### src/qrm_pkg.sv
// Shared constants for the quaternion to rotation matrix core.
// No dependencies; used by every module of the core.
package qrm_pkg;

    localparam int COMPONENT_WIDTH_DEF = 16;
    localparam int OUT_FRAC_BITS_DEF   = 14;
    localparam int OUT_W               = 16;
    localparam int NUM_ELEM            = 9;

endpackage

### src/qrm_divider.sv
// Pipelined restoring divider giving round(mag * 2^F / n), one quotient bit per stage.
// F + 2 register stages. Depends on qrm_pkg for defaults only.
module qrm_divider #(
    parameter int NW = 2 * qrm_pkg::COMPONENT_WIDTH_DEF + 2,
    parameter int F  = qrm_pkg::OUT_FRAC_BITS_DEF
) (
    input  logic          clk,
    input  logic          en,
    input  logic [NW-1:0] n,
    input  logic [NW-1:0] mag,
    input  logic          neg,
    output logic [F+1:0]  q,
    output logic          q_neg
);
    localparam int QW = F + 2;

    logic [NW-1:0] r_reg   [F+1];
    logic [NW-1:0] n_reg   [F+1];
    logic [QW-1:0] q_reg   [F+2];
    logic          neg_reg [F+2];

    always_ff @(posedge clk)
    begin
        if (en)
        begin
            r_reg[0]   <= (mag >= n) ? mag - n : mag;
            q_reg[0]   <= QW'(mag >= n);
            n_reg[0]   <= n;
            neg_reg[0] <= neg;
        end
    end

    for (genvar i = 1; i <= F + 1; i++)
    begin : g_step
        logic [NW:0] r2;
        logic        ge;

        assign r2 = {r_reg[i-1], 1'b0};
        assign ge = r2 >= {1'b0, n_reg[i-1]};

        if (i <= F)
        begin : g_bit
            always_ff @(posedge clk)
            begin
                if (en)
                begin
                    r_reg[i]   <= ge ? NW'(r2 - {1'b0, n_reg[i-1]}) : NW'(r2);
                    q_reg[i]   <= {q_reg[i-1][QW-2:0], ge};
                    n_reg[i]   <= n_reg[i-1];
                    neg_reg[i] <= neg_reg[i-1];
                end
            end
        end
        else
        begin : g_round
            always_ff @(posedge clk)
            begin
                if (en)
                begin
                    q_reg[i]   <= q_reg[i-1] + QW'(ge);
                    neg_reg[i] <= neg_reg[i-1];
                end
            end
        end
    end

    assign q     = q_reg[F+1];
    assign q_neg = neg_reg[F+1];

endmodule

### config.mk
export PLATFORM = sky130hd
export DESIGN_NAME = qrm_divider
export DESIGN_NICKNAME = d
export VERILOG_FILES = /design/src/qrm_pkg.sv /design/src/qrm_divider.sv
export SDC_FILE = /design/constraint.sdc
export NUM_CORES = 2
export LEC_CHECK = 0
export CORE_ASPECT_RATIO = 1.75
export CORE_MARGIN = 5
export CORE_UTILIZATION = 55
export DETAILED_ROUTE_END_ITERATION = 10
export DONT_BUFFER_PORTS = 1
export MAX_ROUTING_LAYER = met4
export PLACE_DENSITY = 0.73
export SLEW_MARGIN = 0
export SYNTH_ARGS = -nofsm -noshare
export SYNTH_HDL_FRONTEND = slang
export SYNTH_SLANG_ARGS = --single-unit
### constraint.sdc
create_clock -name clk -period 3.4 [get_ports clk]
set_input_delay 0.34 -clock clk [delete_from_list [all_inputs] [get_ports clk]]
set_output_delay 0.34 -clock clk [all_outputs]
set_load 0.02 [all_outputs]
After elaboration in Yosys (flattened, before gate mapping)
Memory sizes are Yosys's and may differ from the RTL's.
Cells that the tools add are included.
{ "word_totals": {"ram_bits": 1292, "mem_bits_ro": 0, "latch_bits": 0, "ff_bits": 0, "input_bits": 71, "n_memories": 4, "out_inout_bits": 17} }
{ "classes": {"n_eq_ne": 0, "n_mul": 0, "shifts": 0, "n_reduce_logical": 0, "muxes": 17, "order_cmp": 16, "div_mod_pow": 0, "addsub": 16, "bitwise_logic": 0} }
{ "memory_table": {"columns": ["name", "words", "word_bits", "rd", "rd_clocked_by_memory_dff", "write_ports", "line_no", "source"], "rows": [
  ["n_reg", 15, 34, 15, 0, 15, "qrm_divider.sv:18", "logic [NW-1:0] n_reg [F+1];"],
  ["r_reg", 15, 34, 15, 0, 15, "qrm_divider.sv:17", "logic [NW-1:0] r_reg [F+1];"],
  ["q_reg", 16, 16, 16, 0, 16, "qrm_divider.sv:19", "logic [QW-1:0] q_reg [F+2];"],
  ["neg_reg", 16, 1, 16, 0, 16, "qrm_divider.sv:20", "logic neg_reg [F+2];"]
]} }
{ "op_table": {"columns": ["operator", "count"], "rows": [
  ["$ge 35x34->1", 15],
  ["$mux 34", 15],
  ["$sub 34x34->34", 15],
  ["$ge 34x34->1", 1],
  ["$add 16x1->16", 1],
  ["$mux 1", 2]
]} }

Longest topological paths before layout
An unclocked memory read counts as a cell.
{ "logic_depth": {"word_depth": 3, "ltp_mapped": 18, "ltp_nobuf": 18} }

Worst setup path after synthesis
No wires, ideal clock.
{ "synth_path": {"path_kind": "register -> register", "from": "memory r_reg[14][0] (netlist name)", "to": "memory q_reg[1][126] (netlist name), data pin", "arrival_ns": 2.992, "synth_period_minus_slack_ns": 3.250, "path_stages_with_launch": 18, "slack_ns": 0.150, "cell_sequence": "edfxtp_1 ha_1 nor2b_1 o21a_1 o21a_1 o211ai_1 a21oi_1 o2111ai_1 nand3_1 a31oi_1 o311ai_0 ha_1 nand4_1 nor2_1 and3_1 and3_1 nand3_1 xnor2_1"} }
{ "synth_rtl": {"columns": ["element", "line_no"], "rows": [
  ["from (decl)", "qrm_divider.sv:17"],
  ["to (decl)", "qrm_divider.sv:19"]
]} }

==> impl_metrics.csv <==
group,metric,value,unit
status,status,"complete, but fails checks",
status,violations,"slew limit, setup timing",
cells_and_area,fillerInstances,9759,
place,hpwl,182000,um
floorplan,die_height,487,um
flow_run,drv_cap,0,
setup_path,crit_fanout,2,
cts,cts.clk_slew.worst_paths,0.06,ns
synthesis,ys_warn_count,0,
global_routing,grt-ovfl-total,0,
cells_and_area,final_util,67.5,%
place,place_area,0.0806,mm2
synthesis,synth_nets,7471,
floorplan,start_util,55.1,%
routing,drtIter0Drc,3237,
sta,setup_viol,60,
synthesis,ys_ff_latch,1172,
synthesis,synth-seq-area-share,49.2,%
cells_and_area,finalNonFillerCells,9642,
cells_and_area,drive_gt1_share,20.6,%
power,total_power,85.3,mW
synthesis,synth_cell_type_count,93,
cells_and_area,num-nets-final,8497,
power,power_frac_comb,57.0,%
cells_and_area,multi_input_area,0.0344,mm2
sta,post-route-min-period,3.65,ns
synthesis,synth_top_area_share,49.2,%
power,p_switching,35.0,mW
setup_path,cp.arrival,4.16,ns
floorplan,die_area,0.138,mm2
global_routing,grt_pass1_wl,345000,um
routing,vias,58000,
cts,numCtsBuffers,109,
place,dpl.cell_count,9290,
setup_path,cp_num_buf_inv,1,
global_routing,antenna_found_initial,9,
cts,cts-root-buf,"clkbuf_16",
global_routing,grt_max_degree,273,
setup_path,cp.required,3.91,ns
floorplan,die_w,283,um
place,place.gp.congestion,1.09,
routing,first_pass_iters,6,
cts,cts_tree,"yes",
routing,wl,236000,um
sta,fmax,274,MHz
cells_and_area,postLayoutCellArea,0.0875,mm2
power,p_leak,37.5,nW
synthesis,ys.flop_type,"edfxtp_1",
routing,drc,0,
power,p_per_area,975,mW/mm2
sta,period_share,107,%
sta,tightestPinTransition,1.55,ns
worst_hold_path,hold_class,"in -> reg",
place,port_buffers,0,
synthesis,synth.avg_cell_area,10.4,um2
sta,relSlewSlack,-3.54,%
setup_path,crit_chain,"ha_1 -> nor2b_1 -> o21a_1 -> o21a_1 -> o211ai_1 -> a21oi_2 -> o2111ai_2 -> nand3_4 -> a31oi_1 -> buf_4 -> o311ai_4 -> ha_4 -> nand4_1 -> nor2_2 -> and3_4 -> and3_4 -> nand3_4 -> xnor2_1",
cells_and_area,layout.area.seq,0.0352,mm2
cts,clock_path_buffers,3,
floorplan,placementRows,175,
routing,post_drt_wl_per_cell,24.5,um
synthesis,synth.largest_area_cell,"edfxtp_1",
sta,worst_slack,-0.254,ns
setup_path,slowest_delay,0.37,ns
power,clock_power_share,14.6,%
sta,hold_viol_final,0,
routing,via_per_inst,6.02,
synthesis,synth_edf_count,1172,
sta,maxSlewViolCount,58,
sta,hold_slack,0.0178,ns
cells_and_area,syn2layout_area_growth,22.4,%
routing,drtAntennaViolNets,0,
setup_path,worstSetupEndpointType,"register",
power,swShare,41.0,%
setup_path,crit_path_start_kind,"register",
global_routing,grt_pass1_vias,62100,
floorplan,core,0.130,mm2
sta,fin_skew,0.0269,ns
synthesis,async_flop_share,0,%
setup_path,crit_type,"reg -> reg",
power,pwr-share-seq,28.4,%
cts,htree_num_levels,3,
global_routing,grt_usage,34.7,%
synthesis,synth_cells,6840,
setup_path,slowest_stage,"edfxtp_1",
cts,clock-sinks,1172,
floorplan,design.portCount,88,
power,internal_power,50.4,mW
synthesis,synth.top_cells.by_area,"edfxtp_1, ha_1, a21oi_1",
synthesis,syn-cell-area,0.0715,mm2
cts,clk-insertion-delay-late,0.76,ns
sta,rsz0062_at_grt,"true",
power,ir_drop,550,uV
setup_path,cp_top_family,"compound AO/OA/AOI/OAI gates",
cell type report:
class	count	area share, %
clock inverter	72	0.824
antenna	5	0.0143
multi-input combinational	4769	39.3
clock buffer	129	3.23
tap	1681	2.40
timing repair buffer	1123	11.0
inverter	691	2.98
sequential	1172	40.2
final timing paths:
check	start	to	slack, ns	cells past startpoint
worst max-delay path	r_reg[14][0]$_SDFFCE_PP0P_	q_reg[1][126]$_DFFE_PP_	-0.25	18
worst min-delay path	mag[0]	r_reg[0][0]$_DFFE_PP_	0.02	3
worst max register to register	r_reg[14][0]$_SDFFCE_PP0P_	q_reg[1][126]$_DFFE_PP_	-0.25	18
worst min register to register	q_reg[1][19]$_DFFE_PP_	q_reg[1][36]$_DFFE_PP_	0.41	0
cell families (layout without fill, tap and decap cells):
logic type,count (synthesis),count (layout),synth area share (%)
AO/OA/AOI/OAI,1955,1955,17.3
AND/OR/NAND/NOR,1735,1735,11.7
flip-flops,1172,1172,49.2
buffers and inverters,899,2015,5.02
adder cells (fa/ha/maj),560,560,9.96
XOR/XNOR,406,406,4.97
multiplexers,113,113,1.79
other,0,5,0
per-layer routing:
metal  vias to the layer above  GRT usage (%)  part of all wire [%]
met1                     27800           21.3                    24
met5                         -              -                     0
met3                      1287           5.43                   3.5
li1                      27100              -                     -
met2                      1827           68.2                    57
met4                         0           40.2                    16
power groups by stage:
stage                     Clock [mW]  Combinational, mW  Sequential (mW)
final                           12.5               48.6             24.2
after global routing            13.2               52.1             24.5
after CTS                       12.6               46.2             24.0
after detailed placement           0               44.0             24.3
after global placement             0               43.1             24.1
after floorplan                    0               26.7             23.1
cell usage in the layout, fill, tap and decap left out, types with 38 or more instances in the layout:
cell type | Yosys | layout
inv_1 | 687 | 682
nor2_1 | 414 | 385
xnor2_1 | 222 | 220
buf_12 | 2 | 46
nand4_1 | 82 | 82
ha_1 | 545 | 515
and2_1 | 42 | 38
xor2_1 | 184 | 183
o31ai_1 | 52 | 47
a211oi_1 | 50 | 42
dlygate4sd3_1 | 0 | 69
a31oi_1 | 71 | 62
edfxtp_1 | 1172 | 1172
nor2b_1 | 60 | 55
clkbuf_16 | 0 | 111
o21a_1 | 84 | 81
o21ai_0 | 451 | 436
nand2b_1 | 76 | 75
and3_1 | 70 | 65
nand3_1 | 127 | 117
o21bai_1 | 59 | 58
a21oi_1 | 585 | 552
a21o_1 | 283 | 283
nor3_1 | 115 | 106
nand2_1 | 554 | 547
o211ai_1 | 41 | 41
mux2_4 | 7 | 57
mux2_2 | 85 | 41
buf_4 | 17 | 964
worst min-delay path, delay by kind of cell:
kind	cells	cell delay, ns
buffers and inverters	1	0.03
AO/OA/AOI/OAI	1	0.08
adder cells (fa/ha/maj)	1	0.13
cells in the mapped netlist (all sizes together) (16+ instances only):
master,number
xnor2,222
or3,35
nor3b,21
and2,42
a41oi,16
nand2b,76
o211a,22
nor2,414
edfxtp,1172
o21a,84
o21bai,59
nand3,128
buf,75
a211oi,52
xor2,184
clkbuf,133
o211ai,41
o21ai,463
o31a,24
and4,26
o31ai,54
a21o,283
or4,17
ha,545
nand2,554
mux2,98
inv,691
a21oi,590
nand4,82
and3,70
a211o,17
or2,33
a31oi,71
o2111ai,25
nor4,28
nor2b,60
a221oi,20
a21boi,34
nor3,118
per-stage QoR:
step,setup WS (ns),setup TNS (ns)
after floorplan,0.150,0
after global placement,-0.946,-119.65
after detailed placement,-0.871,-138.74
after CTS,-0.281,-5.65
after global routing,-0.380,-9.29
final,-0.254,-2.77
timing repair:
item / CTS / global route
endpoints found under the setup margin: 254 / 346
resized for setup: 179 / 248
buffers inserted: 35 / 43
hold endpoints to repair: 170 / 0
pin swaps: 48 / 76
gates cloned: 9 / 1
hold buffers: 70 / 0
No activity file was read; power rests on OpenSTA's default activity.
